File: src/sv/bfi_pkg.sv
// Package: shared types, codes and the instruction decoder of the interpreter core.
package bfi_pkg;

  localparam int PROG_ADDR_W = 12;
  localparam int STEP_W      = 32;

  localparam logic [7:0] CH_NUL   = 8'h00;
  localparam logic [7:0] CH_RIGHT = 8'h3E;
  localparam logic [7:0] CH_LEFT  = 8'h3C;
  localparam logic [7:0] CH_PLUS  = 8'h2B;
  localparam logic [7:0] CH_MINUS = 8'h2D;
  localparam logic [7:0] CH_DOT   = 8'h2E;
  localparam logic [7:0] CH_COMMA = 8'h2C;
  localparam logic [7:0] CH_OPEN  = 8'h5B;
  localparam logic [7:0] CH_CLOSE = 8'h5D;

  localparam logic [1:0] OP_LOAD    = 2'd0;
  localparam logic [1:0] OP_RESUME  = 2'd1;
  localparam logic [1:0] OP_RESTART = 2'd2;

  typedef enum logic [2:0] {
    ST_OK        = 3'd0,
    ST_OUT       = 3'd1,
    ST_NEED_IN   = 3'd2,
    ST_HALT      = 3'd3,
    ST_LIMIT     = 3'd4,
    ST_UNMATCHED = 3'd5
  } status_t;

  typedef enum logic [3:0] {
    INS_END,
    INS_RIGHT,
    INS_LEFT,
    INS_PLUS,
    INS_MINUS,
    INS_DOT,
    INS_COMMA,
    INS_OPEN,
    INS_CLOSE,
    INS_OTHER
  } instr_t;

  typedef enum logic [3:0] {
    S_CLEAR,
    S_IDLE,
    S_DISPATCH,
    S_LOAD,
    S_FETCH,
    S_EXEC,
    S_SCANF_RD,
    S_SCANF_EV,
    S_SCANB_RD,
    S_SCANB_EV,
    S_DONE
  } state_t;

  typedef struct packed {
    logic    capture;
    logic    ld_sub;
    logic    ld_write;
    logic    clr_start;
    logic    clr_step;
    logic    clr_prog;
    logic    restart;
    logic    in_write;
    logic    step_clear;
    logic    rd_prog;
    logic    rd_prev;
    logic    rd_tape;
    logic    ip_inc;
    logic    step_inc;
    logic    dp_inc;
    logic    dp_dec;
    logic    cell_inc;
    logic    cell_dec;
    logic    set_pending;
    logic    set_halted;
    logic    nest_clear;
    logic    nest_inc;
    logic    nest_dec;
    logic    out_load;
    status_t res_code;
  } cmd_t;

  typedef struct packed {
    logic [1:0] op;
    logic       addr_big;
    logic       clr_last;
    logic       pending;
    logic       halted;
    logic       ip_end;
    logic       ip_zero;
    instr_t     instr;
    logic       cell_zero;
    logic       limit_hit;
    logic       nest_zero;
  } sts_t;

  function automatic instr_t decode_instr(input logic [7:0] c);
    instr_t r;
    case (c)
      CH_NUL:   r = INS_END;
      CH_RIGHT: r = INS_RIGHT;
      CH_LEFT:  r = INS_LEFT;
      CH_PLUS:  r = INS_PLUS;
      CH_MINUS: r = INS_MINUS;
      CH_DOT:   r = INS_DOT;
      CH_COMMA: r = INS_COMMA;
      CH_OPEN:  r = INS_OPEN;
      CH_CLOSE: r = INS_CLOSE;
      default:  r = INS_OTHER;
    endcase
    return r;
  endfunction

endpackage

File: src/sv/bfi_ctrl.sv
// Controller: sequencing state machine and output handshake of the interpreter core.
module bfi_ctrl
  import bfi_pkg::*;
(
  input  logic clk,
  input  logic rst,
  input  logic in_valid,
  output logic in_stall,
  output logic out_valid,
  input  logic out_stall,
  input  sts_t sts,
  output cmd_t cmd
);

  state_t  state, state_next;
  status_t res_code, res_code_next;
  logic    clr_mode, clr_mode_next;
  logic    out_valid_next;

  always_ff @(posedge clk) begin
    if (rst) begin
      state     <= S_CLEAR;
      res_code  <= ST_OK;
      clr_mode  <= 1'b1;
      out_valid <= 1'b0;
    end else begin
      state     <= state_next;
      res_code  <= res_code_next;
      clr_mode  <= clr_mode_next;
      out_valid <= out_valid_next;
    end
  end

  assign in_stall = (state != S_IDLE);

  always_comb begin
    state_next    = state;
    res_code_next = res_code;
    clr_mode_next = clr_mode;
    cmd           = '0;
    cmd.res_code  = res_code;
    cmd.clr_prog  = clr_mode;

    case (state)
      S_CLEAR: begin
        cmd.clr_step = 1'b1;
        if (sts.clr_last) begin
          clr_mode_next = 1'b0;
          if (clr_mode) begin
            state_next = S_IDLE;
          end else begin
            res_code_next = ST_OK;
            state_next    = S_DONE;
          end
        end
      end

      S_IDLE: begin
        if (in_valid) begin
          cmd.capture = 1'b1;
          state_next  = S_DISPATCH;
        end
      end

      S_DISPATCH: begin
        case (sts.op)
          OP_LOAD: begin
            state_next = S_LOAD;
          end
          OP_RESTART: begin
            cmd.restart   = 1'b1;
            cmd.clr_start = 1'b1;
            state_next    = S_CLEAR;
          end
          OP_RESUME: begin
            cmd.in_write = sts.pending;
            if (sts.halted) begin
              res_code_next = ST_HALT;
              state_next    = S_DONE;
            end else begin
              cmd.step_clear = 1'b1;
              state_next     = S_FETCH;
            end
          end
          default: begin
            res_code_next = ST_OK;
            state_next    = S_DONE;
          end
        endcase
      end

      S_LOAD: begin
        if (sts.addr_big) begin
          cmd.ld_sub = 1'b1;
        end else begin
          cmd.ld_write  = 1'b1;
          res_code_next = ST_OK;
          state_next    = S_DONE;
        end
      end

      S_FETCH: begin
        cmd.rd_prog = 1'b1;
        cmd.rd_tape = 1'b1;
        state_next  = S_EXEC;
      end

      S_EXEC: begin
        if (sts.ip_end || sts.instr == INS_END) begin
          cmd.set_halted = 1'b1;
          res_code_next  = ST_HALT;
          state_next     = S_DONE;
        end else if (sts.limit_hit) begin
          res_code_next = ST_LIMIT;
          state_next    = S_DONE;
        end else begin
          cmd.step_inc = 1'b1;
          state_next   = S_FETCH;
          case (sts.instr)
            INS_RIGHT: begin
              cmd.ip_inc = 1'b1;
              cmd.dp_inc = 1'b1;
            end
            INS_LEFT: begin
              cmd.ip_inc = 1'b1;
              cmd.dp_dec = 1'b1;
            end
            INS_PLUS: begin
              cmd.ip_inc   = 1'b1;
              cmd.cell_inc = 1'b1;
            end
            INS_MINUS: begin
              cmd.ip_inc   = 1'b1;
              cmd.cell_dec = 1'b1;
            end
            INS_DOT: begin
              cmd.ip_inc    = 1'b1;
              res_code_next = ST_OUT;
              state_next    = S_DONE;
            end
            INS_COMMA: begin
              cmd.ip_inc      = 1'b1;
              cmd.set_pending = 1'b1;
              res_code_next   = ST_NEED_IN;
              state_next      = S_DONE;
            end
            INS_OPEN: begin
              cmd.ip_inc = 1'b1;
              if (sts.cell_zero) begin
                cmd.nest_clear = 1'b1;
                state_next     = S_SCANF_RD;
              end
            end
            INS_CLOSE: begin
              if (sts.cell_zero) begin
                cmd.ip_inc = 1'b1;
              end else begin
                cmd.nest_clear = 1'b1;
                state_next     = S_SCANB_RD;
              end
            end
            default: begin
              cmd.ip_inc = 1'b1;
            end
          endcase
        end
      end

      S_SCANF_RD: begin
        if (sts.ip_end) begin
          cmd.set_halted = 1'b1;
          res_code_next  = ST_UNMATCHED;
          state_next     = S_DONE;
        end else begin
          cmd.rd_prog = 1'b1;
          state_next  = S_SCANF_EV;
        end
      end

      S_SCANF_EV: begin
        state_next = S_SCANF_RD;
        if (sts.instr == INS_END) begin
          cmd.set_halted = 1'b1;
          res_code_next  = ST_UNMATCHED;
          state_next     = S_DONE;
        end else begin
          cmd.ip_inc = 1'b1;
          if (sts.instr == INS_CLOSE) begin
            if (sts.nest_zero) begin
              state_next = S_FETCH;
            end else begin
              cmd.nest_dec = 1'b1;
            end
          end else if (sts.instr == INS_OPEN) begin
            cmd.nest_inc = 1'b1;
          end
        end
      end

      S_SCANB_RD: begin
        if (sts.ip_zero) begin
          cmd.set_halted = 1'b1;
          res_code_next  = ST_UNMATCHED;
          state_next     = S_DONE;
        end else begin
          cmd.rd_prog = 1'b1;
          cmd.rd_prev = 1'b1;
          state_next  = S_SCANB_EV;
        end
      end

      S_SCANB_EV: begin
        state_next = S_SCANB_RD;
        if (sts.instr == INS_OPEN) begin
          if (sts.nest_zero) begin
            cmd.ip_inc = 1'b1;
            state_next = S_FETCH;
          end else begin
            cmd.nest_dec = 1'b1;
          end
        end else if (sts.instr == INS_CLOSE) begin
          cmd.nest_inc = 1'b1;
        end
      end

      S_DONE: begin
        if (!out_valid || !out_stall) begin
          cmd.out_load = 1'b1;
          state_next   = S_IDLE;
        end
      end

      default: begin
        state_next = S_IDLE;
      end
    endcase

    if (cmd.out_load) begin
      out_valid_next = 1'b1;
    end else if (out_valid && !out_stall) begin
      out_valid_next = 1'b0;
    end else begin
      out_valid_next = out_valid;
    end
  end

endmodule

File: config.mk
export PLATFORM = sky130hd
export DESIGN_NAME = bfi_ctrl
export DESIGN_NICKNAME = d
export VERILOG_FILES = /design/src/sv/bfi_pkg.sv /design/src/sv/bfi_ctrl.sv
export SDC_FILE = /design/constraint.sdc
export NUM_CORES = 1
export LEC_CHECK = 0
export BUFFER_PORTS_ARGS = -buffer_cell sky130_fd_sc_hd__buf_4
export CORE_UTILIZATION = 50
export CTS_BUF_LIST = sky130_fd_sc_hd__clkbuf_8
export DETAILED_ROUTE_END_ITERATION = 10
export HOLD_SLACK_MARGIN = 0.06
export PLACE_DENSITY = 0.85
export RECOVER_POWER = 25
export SETUP_SLACK_MARGIN = 0.2
export SLEW_MARGIN = 30
export SYNTH_ARGS = -nofsm -noshare
export SYNTH_HDL_FRONTEND = slang
export SYNTH_SLANG_ARGS = --single-unit
File: constraint.sdc
create_clock -name clk -period 1.9 [get_ports clk]
set_input_delay 0.19 -clock clk [delete_from_list [all_inputs] [get_ports clk]]
set_output_delay 0.19 -clock clk [all_outputs]
set_load 0.02 [all_outputs]
==> results.yml, run 1 <==
clock_tree:
  htreeDepth: 1
  clockBufferDepth: 2
  cts_inserted_buffers: 3
  root_buffer: "clkbuf_8"
  cts_num_sinks: 9
yosys:
  synth_top_cell_area_share_pct: 15.0
  synthDistinctLibCells: 59
  ys_top_cells_by_count: "18 x nor2_1, 13 x nand2_1, 12 x a21oi_1"
  synth_fp_nets: 189
  ys.warnings.count: 0
  syn_area_per_cell_um2: 7.07
  synthCells: 170
  ys_ff_latch: 9
  async_flop_share_pct: 0
  yosys-top-cells-area: "dfxtp_1 15%, nor2_1 5.6%, a21oi_1 5.0%"
  synth_top_area_cell: "dfxtp_1"
  synth-main-ff-cell: "dfxtp_1"
  synth_edf_count: 0
  synth.most_common_cell: "nor2_1"
  ys_seq_area_share_pct: 15.0
  synth.cell_area_mm2: 0.00120
floorplanning:
  die_w_um: 51.0
  rows: 17
  die_y_um: 51.0
  ios: 48
  start_util_pct: 53.8
timing:
  worst-ep-kind: "primary output"
  worst_endpoint: "cmd[17]"
status:
  outcome: "did not finish"
  lastStage: "global routing"
  error: "[ERROR DPL-0038] Utilization greater than 100%, impossible to legalize"
placed_design:
  place_congestion: 0.893
  dp.cells: 252
  port_buffers: 47
  dp_hpwl_um: 3210
global_route:
  grt_max_degree: 15
[metrics by stage]
stage                     utilization [%]  hold slack [ns]  setup WS [ns]  cell area, um2
after CTS                            92.5            0.209         0.0440            2070
after detailed placement             78.1            0.451        -0.0556            1740
after global placement               78.1            0.445         0.0320            1740
after floorplan                         -            0.349         0.0720            1270
[what timing repair did]
action	4_1_cts
pin swaps	19
gates cloned	1
endpoints found under the setup margin	28
hold buffers	0
buffers inserted	11
resized for setup	45
[cell families after synthesis]
kind of cell	Yosys count	share of synthesized area (%)
and+or+nand+nor	90	44.0
DFF	9	15.0
AOI/OAI and AO/OA	50	32.5
muxes	1	0.833
buffers and inverters	20	7.71
==> run 2, diff against run 1 <==
--- a/config.mk
+++ b/config.mk
@@ -6,13 +6,11 @@
 export NUM_CORES = 1
 export LEC_CHECK = 0
 export BUFFER_PORTS_ARGS = -buffer_cell sky130_fd_sc_hd__buf_4
-export CORE_UTILIZATION = 50
-export CTS_BUF_LIST = sky130_fd_sc_hd__clkbuf_8
+export CORE_AREA = 2 2 63 65
 export DETAILED_ROUTE_END_ITERATION = 10
-export HOLD_SLACK_MARGIN = 0.06
-export PLACE_DENSITY = 0.85
+export DIE_AREA = 0 0 65 67
+export PLACE_DENSITY_LB_ADDON = 0.15
 export RECOVER_POWER = 25
-export SETUP_SLACK_MARGIN = 0.2
 export SLEW_MARGIN = 30
 export SYNTH_ARGS = -nofsm -noshare
 export SYNTH_HDL_FRONTEND = slang
==> results.yml, run 2 <==
status:
  outcome: "completed"
yosys:
  synth_top_area_cell: "dfxtp_1"
  synth_edf_count: 0
  synth.cell_area_mm2: 0.00120
  ys_seq_area_share_pct: 15.0
  ys_top_cells_by_count: "18 x nor2_1, 13 x nand2_1, 12 x a21oi_1"
  synth_top_cell_area_share_pct: 15.0
  ys.warnings.count: 0
  yosys-top-cells-area: "dfxtp_1 15%, nor2_1 5.6%, a21oi_1 5.0%"
  syn_area_per_cell_um2: 7.07
  ys_ff_latch: 9
  synthDistinctLibCells: 59
  synth_fp_nets: 189
  async_flop_share_pct: 0
  synthCells: 170
  synth-main-ff-cell: "dfxtp_1"
  synth.most_common_cell: "nor2_1"
global_route:
  grt_max_degree: 14
  grt_antenna_before_repair: 0
  grt_pass1_vias: 1433
  grt_pass1_wl_um: 6680
  overflow: 0
  grt.total_usage_pct: 19.7
timing:
  hold_violations: 0
  fmax_ghz: 0.539
  tightest_slew_ns: 0.569
  grt_setup_unrepaired: "true"
  max_slew_margin_pct: 61.7
  setup_tns_ns: 0
  period_needed_ns: 1.86
  setup_viol_count_final: 0
  slew_violations: 0
  clock-skew-final_ns: 0.00517
  fin_crit_sh_pct: 97.7
  finalHoldWorstSlack_ns: 0.225
power_and_ir_drop:
  p_leak_nw: 0.834
  peakVddDrop_v: 0.000335
  p_per_area_mw_per_mm2: 1070
  power_mw: 2.10
final_layout:
  final_common_cell: "buf_4"
  final_nets: 262
  drive_gt1_share_pct: 47.5
  fillCellCount: 359
  syn_to_final_growth_pct: 62.9
  n_antenna_cell: 0
  largest_reg_flops: 4
  most-common-layout-cells: "75 x buf_4, 15 x nor2_1, 13 x nand2_1, 11 x a21oi_1, 7 x nor3_1"
  fin_util_pct: 54.3
  final_area_mm2: 0.00196
  top_register: "state"
  top_regs: "state: 4 flops, res_code: 3 flops"
clock_tree:
  worstSkewPairLatency_ns: 0.23
  htreeDepth: 1
  cts_num_sinks: 9
  tritoncts: "yes"
  root_buffer: "clkbuf_8"
  clk_pin_slew_ns: 0.05
  clockBufferDepth: 2
  cts_inserted_buffers: 3
  postCtsHoldBufs: 0
setup_path:
  crit_end: "cmd[17]"
  startpoint_type: "register"
  r2r_end: "res_code[1]"
  reg2reg_depth: 6
  cp_data_arrival_time_ns: 1.67
  cp_common_cell: "buf_4"
  cp_max_fo: 10
  crit_slowest_cell: "or4b_4"
  regToRegSetupSlack_ns: 0.09
  path_cells: "or4b_4 -> o32ai_2 -> buf_4 -> or2_2 -> buf_4"
  crit_type: "reg2out"
  required_ns: 1.71
  r2r-start: "state[3]"
  critPathMaxStageDelay_ns: 0.53
  end_kind: "output pin"
  startpoint: "state[2]"
floorplanning:
  core-area_mm2: 0.00361
  start_util_pct: 33.3
  die_y_um: 67
  rows: 22
  die_w_um: 65
  fp.dieArea_mm2: 0.00436
  ios: 48
routing:
  routed_via_density: 5.46
  wl_um: 4240
  dr_total_vias: 1582
  firstDrtPassIters: 4
  ant_nets: 0
  drtIter0Drc: 129
  drc: 0
  wl_per_cell_um: 14.6
run:
  drv_cap: 0
min_path:
  min_path_cells: 2
  min-delay-start: "rst"
  hp-class: "in2reg"
placed_design:
  place_congestion: 0.947
  port_buffers: 47
  placed_cell_area_mm2: 0.00179
  dp_hpwl_um: 3320
[run 2: cell counts after synthesis]
Identical to the previous run, type by type.
[run 2: where the power goes]
part | leakage, nW | switching (mW) | internal [mW]
clock network | 0.0228 | 0.0736 | 0.146
registers | 0.0763 | 0.0886 | 0.262
logic | 0.735 | 0.788 | 0.743
total | 0.834 | 0.950 | 1.15
[run 2: what timing repair did]
item                       CTS  global route
pin swaps                    1             3
setup endpoints to repair   18            15
hold endpoints to repair     0             0
gates resized for setup      9            20
buffers inserted             1             4
[run 2: how the worst min path moves through the flow]
stage	endpoint	slack (ns)
after global routing	res_code[1]	0.23
after global placement	res_code[1]	0.46
after detailed placement	res_code[1]	0.46
after CTS	out_valid	0.22
final	out_valid	0.22
after floorplan	clr_mode	0.35
[run 2: worst max-delay path: cells and delay by family (launching register included)]
| family | cells | cell delay [ns] |
|---|---|---|
| simple gates | 2 | 0.63 |
| buf+inv | 2 | 0.30 |
| compound gates | 1 | 0.13 |
| flops | 1 | 0.38 |
[run 2: per-layer routing]
metal  part of all wire [%]  track usage (%)  wire [um]  vias to the layer above
li1                       -                -          -                      787
met1                     45             24.1       1910                      751
met2                     50             35.8       2120                       42
met3                    4.4             2.70        187                        2
met4                   0.43             5.05         18                        0
met5                      0                0          0                        -
[run 2: cells by family after synthesis]
logic type,count (synthesis),share of synthesized area [%]
compound gates,50,32.5
buf+inv,20,7.71
flops,9,15.0
mux,1,0.833
simple gates,90,44.0
[run 2: final cells by class]
type	count	area [um2]	area share, %
tap	48	60.1	3.07
timing repair buffer	84	627	32.0
clock buffer	4	45.0	2.30
inverter	4	15.0	0.767
multi-input combinational	141	1020	52.0
sequential	9	193	9.85
[run 2: stage by stage]
step           setup WS (ns)  instances
2_1_floorplan        -0.0440        170
3_3_place_gp          0.0281        281
3_5_place_dp         -0.0332        281
4_1_cts              -0.0267        286
5_1_grt              -0.0279        290
6_report              0.0445        290
No activity file was read; power rests on OpenSTA's default activity.
==> run 3, diff against run 2 <==
--- a/config.mk
+++ b/config.mk
@@ -6,9 +6,9 @@
 export NUM_CORES = 1
 export LEC_CHECK = 0
 export BUFFER_PORTS_ARGS = -buffer_cell sky130_fd_sc_hd__buf_4
-export CORE_AREA = 2 2 63 65
+export CORE_AREA = 3 3 64 66
 export DETAILED_ROUTE_END_ITERATION = 10
-export DIE_AREA = 0 0 65 67
+export DIE_AREA = 0 0 67 69
 export PLACE_DENSITY_LB_ADDON = 0.15
 export RECOVER_POWER = 25
 export SLEW_MARGIN = 30
==> results.yml, run 3 (synthesis gave the netlist of run 2 again) <==
placed_design:
  place_congestion: 0.839
  dp_hpwl_um: 3350
  port_buffers: 47
  dp.cells: 276
  pre_cts_slack_ns: -0.0164
floorplanning:
  rows: 22
  core-area_mm2: 0.00363
  ios: 48
  die_y_um: 69
  fp.dieArea_mm2: 0.00462
  start_util_pct: 33.1
  die_w_um: 67
power_and_ir_drop:
  seqPwrFrac_pct: 17.7
  p_sw_share_pct: 45.8
  peakVddDrop_v: 0.000283
  power_frac_comb_pct: 70.7
  power_switching_mw: 0.906
  power.share.clock_pct: 11.6
  power_mw: 1.98
  p_leak_nw: 0.785
  internal_power_mw: 1.07
  p_per_area_mw_per_mm2: 1040
final_layout:
  largest_reg_flops: 4
  syn_to_final_growth_pct: 57.5
  multiInputGateArea_mm2: 0.00101
  drive_gt1_share_pct: 44.4
  final_nets: 254
  fillCellCount: 379
  final_common_cell: "buf_4"
  final-instance-count-excl-fill: 282
  most-common-layout-cells: "66 x buf_4, 15 x nor2_1, 13 x nand2_1, 12 x a21oi_1, 7 x nor3_1"
  regArea_um2: 195
  n_antenna_cell: 0
  top_regs: "state: 4 flops, res_code: 3 flops"
  top_register: "state"
clock_tree:
  clockBufferDepth: 2
  worstSkewPairLatency_ns: 0.23
  tritoncts: "yes"
  root_buffer: "clkbuf_8"
  cts_num_sinks: 9
  htreeDepth: 1
  clk_pin_slew_ns: 0.05
  cts_inserted_buffers: 3
global_route:
  busiest_layer: "met2"
  use_met3_pct: 2.93
  grt_pass1_vias: 1507
  use_met1_pct: 22.3
  overflow: 0
  grt_antenna_before_repair: 0
  grt_max_degree: 13
  grt_pass1_wl_um: 6830
  grt.total_usage_pct: 18.4
  met2_usage_pct: 33.5
routing:
  drtIter0Drc: 94
  routed_via_density: 5.39
  dr_total_vias: 1520
  drc: 0
  firstDrtPassIters: 4
  wl_per_cell_um: 14.8
  wl_um: 4190
  ant_nets: 0
run:
  drv_cap: 0
setup_path:
  path_cells: "or4b_4 -> o32ai_4 -> or2_4 -> buf_6"
  crit_type: "reg2out"
  required_ns: 1.71
  crit_slowest_cell: "or4b_4"
  critPathMaxStageDelay_ns: 0.56
  cp_max_fo: 7
  end_kind: "output pin"
  startpoint_type: "register"
  cp_data_arrival_time_ns: 1.69
min_path:
  hp-class: "in2reg"
timing:
  slew_violations: 0
  period_needed_ns: 1.88
  fmax_ghz: 0.532
  max_slew_margin_pct: 72.6
  hold_violations: 0
  tightest_slew_ns: 0.409
  grt_setup_unrepaired: "true"
  setup_ws_ns: 0.0191
  setup_viol_count_final: 0
  clock-skew-final_ns: 0.00256
  fin_crit_sh_pct: 99.0
status:
  outcome: "completed"
==> run 3: per-stage QoR <==
| step | hold slack (ns) | utilization, % | area, um2 | setup TNS (ns) |
|---|---|---|---|---|
| after floorplan | 0.349 | - | 1220 | -0.0846 |
| after global placement | 0.453 | 48.3 | 1760 | 0 |
| after detailed placement | 0.464 | 48.3 | 1760 | -0.0164 |
| after CTS | 0.215 | 50.7 | 1840 | 0 |
| after global routing | 0.213 | 52.1 | 1890 | -0.0642 |
| final | 0.216 | 52.1 | 1890 | 0 |
==> run 3: power groups by stage <==
stage	logic, mW	clock network, mW	registers (mW)
3_3_place_gp	1.34	0	0.333
6_report	1.40	0.229	0.350
4_1_cts	1.39	0.234	0.335
5_1_grt	1.51	0.252	0.360
3_5_place_dp	1.36	0	0.332
2_1_floorplan	0.892	0	0.327
==> run 3: what timing repair did <==
| action | in CTS | in global routing |
|---|---|---|
| buffers inserted | 1 | 1 |
| resized for setup | 9 | 19 |
| setup endpoints to repair | 10 | 11 |
| hold buffers | 0 | 0 |
| pin swaps | 2 | 3 |
==> run 3: final timing paths <==
check / from / to / slack, ns / cells after the start
worst max-delay path: state[1] / cmd[17] / 0.02 / 4
worst min-delay path: rst / state[2] / 0.22 / 2
worst max register to register: state[3] / res_code[2] / 0.12 / 6
worst min register to register: res_code[0] / res_code[0] / 0.54 / 2
==> run 3: worst max-delay path, delay by kind of cell, from the launching register on <==
family / cells / cell delay, ns
buf+inv: 1 / 0.10
compound gates: 1 / 0.23
flops: 1 / 0.36
simple gates: 2 / 0.75
==> run 3: cell type report <==
type	instances	area share [%]
multi-input combinational	141	53.2
timing repair buffer	76	30.2
sequential	9	10.3
tap	48	3.17
clock buffer	4	2.38
inverter	4	0.794
==> run 3: layer usage <==
metal	part of all wire (%)	wire length, um	vias up
met1	42	1740	706
met4	0.33	14	0
met2	52	2190	42
met5	0	0	-
li1	-	-	770
met3	5.6	235	2
